`src/hw/rtl/tss_pkg.sv`:
```
`timescale 1ns / 1ps
`default_nettype none
// ----------------------------------------------------------------------------
// tss_pkg: shared types and helpers of the touch sample scaler
// Item formats, configuration set, queue entry and divider helper functions.
// ----------------------------------------------------------------------------
package tss_pkg;

  localparam int unsigned AdcBitsDefault   = 12;
  localparam int unsigned QueueDepthDefault = 2;

  localparam int unsigned SampleShift = 3;
  localparam int unsigned NumW        = 32;
  localparam int unsigned DivCycles   = NumW / 2;
  localparam int unsigned CntW        = $clog2(DivCycles);

  localparam logic [13:0] PressureMax = 14'h3fff;
  localparam logic [15:0] S16MaxCode  = 16'h7fff;
  localparam logic [15:0] S16MinCode  = 16'h8000;

  // configuration register indexes
  typedef enum logic [2:0] {
    RegThreshold = 3'd0,
    RegXRes      = 3'd1,
    RegYRes      = 3'd2,
    RegXCalLow   = 3'd3,
    RegXCalHigh  = 3'd4,
    RegYCalLow   = 3'd5,
    RegYCalHigh  = 3'd6
  } tss_reg_e;

  typedef struct packed {
    logic [15:0] z1_word;
    logic [15:0] z2_word;
    logic [15:0] x_word;
    logic [15:0] y_word;
  } tss_in_t;

  typedef struct packed {
    logic               touched;
    logic signed [15:0] x_screen;
    logic signed [15:0] y_screen;
    logic [13:0]        pressure;
    logic               span_error;
  } tss_out_t;

  typedef struct packed {
    logic [15:0] press_threshold;
    logic [15:0] x_resolution;
    logic [15:0] y_resolution;
    logic [15:0] x_cal_low;
    logic [15:0] x_cal_high;
    logic [15:0] y_cal_low;
    logic [15:0] y_cal_high;
  } tss_cfg_t;

  // classified item as it waits between front and back
  typedef struct packed {
    logic            touched;
    logic [13:0]     pressure;
    logic            x_num_neg;
    logic [NumW-1:0] x_num_mag;
    logic            x_span_neg;
    logic [15:0]     x_span_mag;
    logic            x_zero;
    logic            y_num_neg;
    logic [NumW-1:0] y_num_mag;
    logic            y_span_neg;
    logic [15:0]     y_span_mag;
    logic            y_zero;
  } tss_job_t;

  // restoring divider state: partial remainder and dividend/quotient shifter
  typedef struct packed {
    logic [15:0]     rem;
    logic [NumW-1:0] dvd;
  } tss_div_t;

  function automatic tss_div_t div_step(tss_div_t s, logic [15:0] d);
    logic [16:0] trial;
    tss_div_t    r;
    trial = {s.rem, s.dvd[NumW-1]};
    r.dvd = {s.dvd[NumW-2:0], 1'b0};
    if (trial >= {1'b0, d}) begin
      r.rem    = 16'(trial - {1'b0, d});
      r.dvd[0] = 1'b1;
    end else begin
      r.rem = trial[15:0];
    end
    return r;
  endfunction

  // signed 16-bit saturation of a sign and magnitude quotient
  function automatic logic [15:0] sat_s16(logic neg, logic [NumW-1:0] mag);
    logic [15:0] r;
    if (!neg) begin
      r = (mag > NumW'(32767)) ? S16MaxCode : mag[15:0];
    end else begin
      r = (mag > NumW'(32768)) ? S16MinCode : 16'(~mag[15:0] + 16'd1);
    end
    return r;
  endfunction

endpackage
`default_nettype wire

```
`src/hw/rtl/tss_front.sv`:
```
`timescale 1ns / 1ps
`default_nettype none
// ----------------------------------------------------------------------------
// tss_front: input stage of the touch sample scaler
// Takes readouts, works out pressure and the touch decision, and forms the
// signed numerators and spans of both axes for the divider.
// ----------------------------------------------------------------------------
module tss_front import tss_pkg::*; #(
  parameter int unsigned ADC_BITS = AdcBitsDefault
) (
  input  wire logic     in_valid_i,
  output logic          in_ready_o,
  input  wire tss_in_t  in_data_i,
  input  wire tss_cfg_t cfg_i,
  input  wire logic     q_full_i,
  output logic          q_push_o,
  output tss_job_t      job_o
);

  localparam logic [16:0] FullScale = 17'((1 << ADC_BITS) - 1);

  logic [12:0]        z1, z2, xs, ys;
  logic signed [17:0] z_raw;
  logic [16:0]        z_abs;
  logic signed [17:0] x_diff, y_diff;
  logic signed [34:0] x_prod, y_prod;
  logic [34:0]        x_prod_abs, y_prod_abs;
  logic signed [16:0] x_span, y_span;
  logic [16:0]        x_span_abs, y_span_abs;

  assign in_ready_o = !q_full_i;
  assign q_push_o   = in_valid_i && !q_full_i;

  always_comb begin
    z1 = in_data_i.z1_word[15:SampleShift];
    z2 = in_data_i.z2_word[15:SampleShift];
    xs = in_data_i.x_word[15:SampleShift];
    ys = in_data_i.y_word[15:SampleShift];

    z_raw = $signed({1'b0, FullScale}) - $signed({5'd0, z2}) + $signed({5'd0, z1});
    z_abs = z_raw[17] ? 17'(-z_raw) : z_raw[16:0];

    // (raw - low) * resolution, kept as sign and magnitude
    x_diff = $signed({5'd0, xs}) - $signed({2'd0, cfg_i.x_cal_low});
    y_diff = $signed({5'd0, ys}) - $signed({2'd0, cfg_i.y_cal_low});
    x_prod = x_diff * $signed({1'b0, cfg_i.x_resolution});
    y_prod = y_diff * $signed({1'b0, cfg_i.y_resolution});
    x_prod_abs = x_prod[34] ? 35'(-x_prod) : x_prod;
    y_prod_abs = y_prod[34] ? 35'(-y_prod) : y_prod;

    x_span = $signed({1'b0, cfg_i.x_cal_high}) - $signed({1'b0, cfg_i.x_cal_low});
    y_span = $signed({1'b0, cfg_i.y_cal_high}) - $signed({1'b0, cfg_i.y_cal_low});
    x_span_abs = x_span[16] ? 17'(-x_span) : x_span;
    y_span_abs = y_span[16] ? 17'(-y_span) : y_span;

    job_o.touched    = z_abs > {1'b0, cfg_i.press_threshold};
    job_o.pressure   = (z_abs > {3'd0, PressureMax}) ? PressureMax : z_abs[13:0];
    job_o.x_num_neg  = x_prod[34];
    job_o.x_num_mag  = x_prod_abs[NumW-1:0];
    job_o.x_span_neg = x_span[16];
    job_o.x_span_mag = x_span_abs[15:0];
    job_o.x_zero     = (x_span == 17'sd0);
    job_o.y_num_neg  = y_prod[34];
    job_o.y_num_mag  = y_prod_abs[NumW-1:0];
    job_o.y_span_neg = y_span[16];
    job_o.y_span_mag = y_span_abs[15:0];
    job_o.y_zero     = (y_span == 17'sd0);
  end

endmodule
`default_nettype wire

```
`src/hw/rtl/tss_fifo.sv`:
```
`timescale 1ns / 1ps
`default_nettype none
// ----------------------------------------------------------------------------
// tss_fifo: short queue between front and back
// Register-based first-in first-out buffer of classified items.
// ----------------------------------------------------------------------------
module tss_fifo import tss_pkg::*; #(
  parameter int unsigned DEPTH = QueueDepthDefault
) (
  input  wire logic     clk_i,
  input  wire logic     rst_ni,
  input  wire logic     push_i,
  input  wire tss_job_t push_data_i,
  output logic          full_o,
  input  wire logic     pop_i,
  output logic          empty_o,
  output tss_job_t      pop_data_o
);

  localparam int unsigned PtrW = (DEPTH > 1) ? $clog2(DEPTH) : 1;
  localparam int unsigned FillW = $clog2(DEPTH + 1);
  localparam logic [PtrW-1:0] LastPtr = PtrW'(DEPTH - 1);

  tss_job_t         mem_q [DEPTH];
  logic [PtrW-1:0]  wr_ptr_q, wr_ptr_d, rd_ptr_q, rd_ptr_d;
  logic [FillW-1:0] fill_q, fill_d;
  logic             do_push, do_pop;

  assign full_o     = (fill_q == FillW'(DEPTH));
  assign empty_o    = (fill_q == '0);
  assign pop_data_o = mem_q[rd_ptr_q];
  assign do_push    = push_i && !full_o;
  assign do_pop     = pop_i && !empty_o;

  always_comb begin
    wr_ptr_d = wr_ptr_q;
    rd_ptr_d = rd_ptr_q;
    fill_d   = fill_q;
    if (do_push) begin
      wr_ptr_d = (wr_ptr_q == LastPtr) ? '0 : PtrW'(wr_ptr_q + 1'b1);
    end
    if (do_pop) begin
      rd_ptr_d = (rd_ptr_q == LastPtr) ? '0 : PtrW'(rd_ptr_q + 1'b1);
    end
    if (do_push && !do_pop) begin
      fill_d = FillW'(fill_q + 1'b1);
    end else if (do_pop && !do_push) begin
      fill_d = FillW'(fill_q - 1'b1);
    end
  end

  always_ff @(posedge clk_i or negedge rst_ni) begin
    if (!rst_ni) begin
      wr_ptr_q <= '0;
      rd_ptr_q <= '0;
      fill_q   <= '0;
    end else begin
      wr_ptr_q <= wr_ptr_d;
      rd_ptr_q <= rd_ptr_d;
      fill_q   <= fill_d;
    end
  end

  always_ff @(posedge clk_i) begin
    if (do_push) begin
      mem_q[wr_ptr_q] <= push_data_i;
    end
  end

endmodule
`default_nettype wire

```
`src/hw/rtl/tss_back.sv`:
```
`timescale 1ns / 1ps
`default_nettype none
// ----------------------------------------------------------------------------
// tss_back: scaling stage of the touch sample scaler
// Divides both axis numerators by their spans on one shared radix-4
// restoring divider, saturates, and holds the result in the output register.
// ----------------------------------------------------------------------------
module tss_back import tss_pkg::*; (
  input  wire logic     clk_i,
  input  wire logic     rst_ni,
  input  wire logic     job_valid_i,
  input  wire tss_job_t job_i,
  output logic          job_pop_o,
  output logic          out_valid_o,
  input  wire logic     out_ready_i,
  output tss_out_t      out_data_o
);

  typedef enum logic [3:0] {
    BkIdle = 4'b0001,
    BkDivX = 4'b0010,
    BkDivY = 4'b0100,
    BkEmit = 4'b1000
  } tss_bk_state_e;

  tss_bk_state_e   state_q, state_d;
  logic [CntW-1:0] cnt_q, cnt_d;
  logic            out_valid_q, out_valid_d;
  tss_job_t        job_q, job_d;
  tss_div_t        div_q, div_d, step1, step2;
  logic [15:0]     x_q, x_d, y_q, y_d;
  tss_out_t        out_q, out_d;
  logic [15:0]     divisor;
  logic            last_step, out_free;
  logic [15:0]     x_sat, y_sat;

  assign out_valid_o = out_valid_q;
  assign out_data_o  = out_q;

  always_comb begin
    divisor   = (state_q == BkDivY) ? job_q.y_span_mag : job_q.x_span_mag;
    step1     = div_step(div_q, divisor);
    step2     = div_step(step1, divisor);
    last_step = (cnt_q == CntW'(DivCycles - 1));
    out_free  = !out_valid_q || out_ready_i;
    // a zero span leaves the coordinate at zero
    x_sat = job_q.x_zero ? 16'd0 :
            sat_s16(job_q.x_num_neg ^ job_q.x_span_neg, step2.dvd);
    y_sat = job_q.y_zero ? 16'd0 :
            sat_s16(job_q.y_num_neg ^ job_q.y_span_neg, step2.dvd);

    state_d     = state_q;
    cnt_d       = cnt_q;
    job_d       = job_q;
    div_d       = div_q;
    x_d         = x_q;
    y_d         = y_q;
    out_d       = out_q;
    out_valid_d = out_valid_q && !out_ready_i;
    job_pop_o   = 1'b0;

    unique case (state_q)
      BkIdle: begin
        job_pop_o = job_valid_i;
        if (job_valid_i) begin
          job_d     = job_i;
          div_d.rem = '0;
          div_d.dvd = job_i.x_num_mag;
          cnt_d     = '0;
          x_d       = '0;
          y_d       = '0;
          state_d   = job_i.touched ? BkDivX : BkEmit;
        end
      end
      BkDivX: begin
        div_d = step2;
        cnt_d = CntW'(cnt_q + 1'b1);
        if (last_step) begin
          x_d       = x_sat;
          div_d.rem = '0;
          div_d.dvd = job_q.y_num_mag;
          cnt_d     = '0;
          state_d   = BkDivY;
        end
      end
      BkDivY: begin
        div_d = step2;
        cnt_d = CntW'(cnt_q + 1'b1);
        if (last_step) begin
          y_d     = y_sat;
          state_d = BkEmit;
        end
      end
      BkEmit: begin
        if (out_free) begin
          out_d.touched    = job_q.touched;
          out_d.x_screen   = $signed(x_q);
          out_d.y_screen   = $signed(y_q);
          out_d.pressure   = job_q.pressure;
          out_d.span_error = job_q.touched && (job_q.x_zero || job_q.y_zero);
          out_valid_d      = 1'b1;
          state_d          = BkIdle;
        end
      end
      default: begin
        state_d = BkIdle;
      end
    endcase
  end

  always_ff @(posedge clk_i or negedge rst_ni) begin
    if (!rst_ni) begin
      state_q     <= BkIdle;
      cnt_q       <= '0;
      out_valid_q <= 1'b0;
    end else begin
      state_q     <= state_d;
      cnt_q       <= cnt_d;
      out_valid_q <= out_valid_d;
    end
  end

  always_ff @(posedge clk_i) begin
    job_q <= job_d;
    div_q <= div_d;
    x_q   <= x_d;
    y_q   <= y_d;
    out_q <= out_d;
  end

endmodule
`default_nettype wire

```
`src/hw/rtl/touch_sample_scaler.sv`:
```
`timescale 1ns / 1ps
`default_nettype none
// ----------------------------------------------------------------------------
// touch_sample_scaler: resistive touch panel sample calibration
// Turns one four-word touch controller readout into pressure, touch state and
// calibrated screen coordinates.
// ----------------------------------------------------------------------------
// Usage:
//   in channel (valid/ready) takes one readout item: z1, z2, x and y words.
//   out channel (valid/ready) gives exactly one result item per readout, in
//   order: touched, x_screen, y_screen, pressure, span_error.
//   cfg port writes threshold, resolutions and calibration points; write it
//   only while no item is in flight. Index 7 is ignored.
// Processing:
//   a touched item is loaded from the queue, runs through the shared
//   two-bit-per-cycle divider (x then y) and then fills the output register.
//   A released item skips the divider. The back end takes the next item
//   from the queue only after the last one has filled the output register.
// Reset and stalls:
//   reset empties the queue, drops out_valid and loads the register defaults.
//   When the receiver stalls, the result holds in the output register while
//   the queue keeps taking new items until it fills; then in_ready drops.
// ----------------------------------------------------------------------------
module touch_sample_scaler import tss_pkg::*; #(
  parameter int unsigned ADC_BITS    = AdcBitsDefault,
  parameter int unsigned QUEUE_DEPTH = QueueDepthDefault
) (
  input  wire logic        clk_i,
  input  wire logic        rst_ni,
  input  wire logic        in_valid_i,
  output logic             in_ready_o,
  input  wire tss_in_t     in_data_i,
  output logic             out_valid_o,
  input  wire logic        out_ready_i,
  output tss_out_t         out_data_o,
  input  wire logic        cfg_we_i,
  input  wire logic [2:0]  cfg_idx_i,
  input  wire logic [15:0] cfg_data_i
);

  tss_cfg_t cfg_q, cfg_d;
  tss_job_t push_job, pop_job;
  logic     q_full, q_empty, q_push, q_pop;

  always_comb begin
    cfg_d = cfg_q;
    if (cfg_we_i) begin
      unique case (tss_reg_e'(cfg_idx_i))
        RegThreshold: cfg_d.press_threshold = cfg_data_i;
        RegXRes:      cfg_d.x_resolution    = cfg_data_i;
        RegYRes:      cfg_d.y_resolution    = cfg_data_i;
        RegXCalLow:   cfg_d.x_cal_low       = cfg_data_i;
        RegXCalHigh:  cfg_d.x_cal_high      = cfg_data_i;
        RegYCalLow:   cfg_d.y_cal_low       = cfg_data_i;
        RegYCalHigh:  cfg_d.y_cal_high      = cfg_data_i;
        default:      cfg_d = cfg_q;
      endcase
    end
  end

  always_ff @(posedge clk_i or negedge rst_ni) begin
    if (!rst_ni) begin
      cfg_q.press_threshold <= 16'd0;
      cfg_q.x_resolution    <= 16'd320;
      cfg_q.y_resolution    <= 16'd240;
      cfg_q.x_cal_low       <= 16'd0;
      cfg_q.x_cal_high      <= 16'd320;
      cfg_q.y_cal_low       <= 16'd0;
      cfg_q.y_cal_high      <= 16'd240;
    end else begin
      cfg_q <= cfg_d;
    end
  end

  tss_front #(
    .ADC_BITS(ADC_BITS)
  ) u_front (
    .in_valid_i(in_valid_i),
    .in_ready_o(in_ready_o),
    .in_data_i (in_data_i),
    .cfg_i     (cfg_q),
    .q_full_i  (q_full),
    .q_push_o  (q_push),
    .job_o     (push_job)
  );

  tss_fifo #(
    .DEPTH(QUEUE_DEPTH)
  ) u_fifo (
    .clk_i      (clk_i),
    .rst_ni     (rst_ni),
    .push_i     (q_push),
    .push_data_i(push_job),
    .full_o     (q_full),
    .pop_i      (q_pop),
    .empty_o    (q_empty),
    .pop_data_o (pop_job)
  );

  tss_back u_back (
    .clk_i      (clk_i),
    .rst_ni     (rst_ni),
    .job_valid_i(!q_empty),
    .job_i      (pop_job),
    .job_pop_o  (q_pop),
    .out_valid_o(out_valid_o),
    .out_ready_i(out_ready_i),
    .out_data_o (out_data_o)
  );

endmodule
`default_nettype wire

```
`config.mk`:
```
export PLATFORM = sky130hd
export DESIGN_NAME = touch_sample_scaler
export DESIGN_NICKNAME = d
export VERILOG_FILES = /design/src/hw/rtl/tss_pkg.sv /design/src/hw/rtl/tss_front.sv /design/src/hw/rtl/tss_fifo.sv /design/src/hw/rtl/tss_back.sv /design/src/hw/rtl/touch_sample_scaler.sv
export SDC_FILE = /design/constraint.sdc
export NUM_CORES = 2
export LEC_CHECK = 0
export BUFFER_PORTS_ARGS = -buffer_cell sky130_fd_sc_hd__clkbuf_2
export CAP_MARGIN = 25
export CORE_MARGIN = 2
export CORE_UTILIZATION = 25
export DETAILED_ROUTE_END_ITERATION = 8
export PLACE_DENSITY = 0.4
export SETUP_SLACK_MARGIN = 0.2
export SLEW_MARGIN = 10
export SYNTH_ARGS = -nofsm -noshare
export SYNTH_HDL_FRONTEND = slang
export SYNTH_HIERARCHICAL = 1
export SYNTH_SLANG_ARGS = --single-unit
```
`constraint.sdc`:
```
create_clock -name clk_i -period 15.2 [get_ports clk_i]
set_input_delay 0 -clock clk_i [delete_from_list [all_inputs] [get_ports clk_i]]
set_output_delay 0 -clock clk_i [all_outputs]
set_load 0.02 [all_outputs]
```
==> impl_metrics.json <==
{
  "run_status": "complete, no violations",
  "nFillCells": 22700,
  "finalSetupViolCount": 0,
  "cts_buffer_depth": 3,
  "drc": 0,
  "cts_buffers": 68,
  "dpl_cell_area_mm2": 0.0580,
  "detail_route.wirelength_um": 156000,
  "pre_cts_slack_ns": 3.80,
  "ys_top_cells_by_count": "inv_1, fa_1, nand2_1",
  "endpoint": "u_fifo/mem_q[0][48]",
  "clk_pin_slew_ns": 0.05,
  "required_ns": 15.56,
  "grt_pass1_wl_um": 243000,
  "tightest_slew_ns": 1.03,
  "postSynthCellCount": 5259,
  "drt_iter0_drc": 2424,
  "slew_viol_final": 0,
  "routed_via_density": 4.58,
  "endpoint_kind": "flip-flop",
  "met3_usage_pct": 1.61,
  "fin_tns_setup_ns": 0,
  "ant_nets": 0,
  "grt_use_met1_pct": 19.8,
  "gp_congestion": 0.800,
  "ys.flop_type": "edfxtp_1",
  "async_flop_share_pct": 21.9,
  "reg2regPathDepth": 34,
  "skew_ns": 0.0553,
  "max_stage_delay_ns": 0.84,
  "fin_crit_ns": 11.46,
  "critPathSlowestCell": "nand4_1",
  "seq_area_mm2": 0.0166,
  "syn_avg_cell_area_um2": 10.3,
  "cts_setup_buffers": 0,
  "htree_levels": 3,
  "wl_per_cell_um": 19.0,
  "cp_max_fo": 24,
  "startpoint": "cfg_q[16]",
  "ys_warn_count": 6,
  "rows": 170,
  "dieArea_mm2": 0.220,
  "drive_above_1_share_pct": 12.9,
  "nNetsFinal": 6268,
  "synth-seq-cells": 572,
  "hpwl_um": 121000,
  "rsz0062_at_grt": "no",
  "path_common_cell": "fa_1",
  "grt.met2_usage_pct": 23.4,
  "holdWs_ns": 0.0143,
  "multi_input_area_mm2": 0.0333,
  "grt_pass1_vias": 39100,
  "hold_viol_final": 0,
  "insertion_delay_ns": 0.66,
  "grt_antenna_before_repair": 7,
  "gr-total-overflow": 0,
  "synth_edf_count": 447,
  "rr_startpoint": "cfg_q[16]",
  "yosys-top-cells-area": "edfxtp_1, fa_1, ha_1",
  "drv_cap": 0,
  "reg2reg_to": "u_fifo/mem_q[0][48]",
  "io_buffer_count": 125,
  "netlist.area_leader.share_pct": 24.8,
  "fin_crit_sh_pct": 75.4,
  "num_vias": 37600,
  "ys_seq_area_share_pct": 30.6,
  "grt_max_degree": 69,
  "reg2reg_setup_slack_ns": 3.74,
  "initial_core_util_pct": 25.2,
  "synth_cell_type_count": 126,
  "yosysTopAreaCell": "edfxtp_1",
  "clock.fmax_ghz": 0.0873,
  "critPathArrivalTime_ns": 11.82,
  "top_usage_layer": "met2",
  "path_class": "flip-flop to flip-flop",
  "fin_area_mm2": 0.0605,
  "syn_nets": 6213,
  "syn_area_mm2": 0.0541,
  "cts-root-buf": "clkbuf_16",
  "setup.worst_path.start_class": "flip-flop",
  "synth.most_common_cell": "inv_1",
  "firstDrtPassIters": 7,
  "relSlewSlack_pct": 31.2,
  "ioPinCount": 138,
  "syn_to_final_growth_pct": 11.8,
  "die_x_um": 469,
  "grtUsageTotal_pct": 14.3,
  "cts.sinks": 572,
  "hold_class": "input pin to async pin",
  "cts_tree": "built",
  "placeableCoreArea_mm2": 0.215,
  "die-height_um": 469,
  "setup_slack_ns": 3.74
}
final cells by class:
| class | instances | area share [%] |
|---|---|---|
| multi-input cells | 3558 | 55.0 |
| diodes | 2 | 0.00828 |
| inverters | 889 | 5.53 |
| clock buffers | 102 | 3.31 |
| clock inverters | 21 | 0.397 |
| well taps | 2838 | 5.87 |
| flip-flops and latches | 572 | 27.4 |
| repair buffers | 225 | 2.47 |
timing repair:
item                      in CTS  in global routing
gates resized for setup        0                  0
hold endpoints to repair     165                  0
hold buffers                  20                  0
logic make-up after synthesis:
family	after synthesis	synth area share, %
xor gates and xnor gates	244	4.00
buffers and inverters	1129	8.19
and+or+nand+nor	1442	13.6
AOI/OAI and AO/OA	700	9.24
other	1	0.00693
muxes	305	6.45
DFF	572	30.6
adders and majority gates	866	27.9
registers in the layout, indices dropped and copies added (netlist names):
register	cells
cfg_q	112
u_back/cnt_q	4
u_back/div_q	48
u_back/job_q	85
u_back/out_data_o	48
u_back/out_valid_o	1
u_back/state_q	4
u_back/x_q	16
u_back/y_q	16
u_fifo/fill_q	2
u_fifo/mem_q	234
u_fifo/rd_ptr_q	1
u_fifo/wr_ptr_q	1
cells in the final DEF (no fill, tap or decap), types with 27 or more instances in the layout:
| cell | instances |
|---|---|
| a21o_1 | 53 |
| a21oi_1 | 130 |
| a222oi_1 | 30 |
| a31oi_1 | 49 |
| and2_1 | 186 |
| and3_1 | 67 |
| buf_4 | 70 |
| clkbuf_16 | 72 |
| clkbuf_2 | 124 |
| dfrtp_1 | 111 |
| edfxtp_1 | 447 |
| fa_1 | 565 |
| ha_1 | 301 |
| inv_1 | 882 |
| mux2_2 | 224 |
| mux2_4 | 30 |
| mux2i_1 | 49 |
| nand2_1 | 449 |
| nand2b_1 | 47 |
| nand3_1 | 171 |
| nand4_1 | 27 |
| nor2_1 | 163 |
| nor2b_1 | 80 |
| nor3_1 | 80 |
| o21a_1 | 32 |
| o21ai_0 | 131 |
| or3_1 | 35 |
| xnor2_1 | 156 |
| xor2_1 | 77 |
critical path, delay by kind of cell, from the launching register on:
kind	cells	cell delay, ns
flip-flops	1	0.41
buffers and inverters	6	1.13
multiplexers	1	0.36
adder cells (fa/ha/maj)	9	4.21
XOR/XNOR	1	0.10
AO/OA/AOI/OAI	11	3.01
AND/OR/NAND/NOR	6	1.89
per-layer routing:
| metal | vias to the layer above | routed length [µm] |
|---|---|---|
| li1 | 17700 | - |
| met1 | 19000 | 73000 |
| met4 | 0 | 4320 |
| met5 | - | 0 |
| met3 | 169 | 5770 |
| met2 | 724 | 73100 |
stage by stage:
stage | instances | util [%]
after floorplan | 5259 | -
after global placement | 8051 | 26.9
after detailed placement | 8058 | 27.0
after CTS | 8201 | 28.1
after global routing | 8205 | 28.2
final | 8207 | 28.2
how the worst min path moves through the flow:
stage	from	end	depth (start not counted)
after floorplan	rst_ni	cfg_q[0]	0
after global placement	rst_ni	cfg_q[97]	1
after detailed placement	rst_ni	cfg_q[97]	1
after CTS	rst_ni	cfg_q[20]	2
after global routing	cfg_data_i[9]	cfg_q[25]	2
final	rst_ni	cfg_q[97]	2
Power is not shown: default switching activity piles up to over one toggle a cycle in this logic, so the estimate is an artifact.
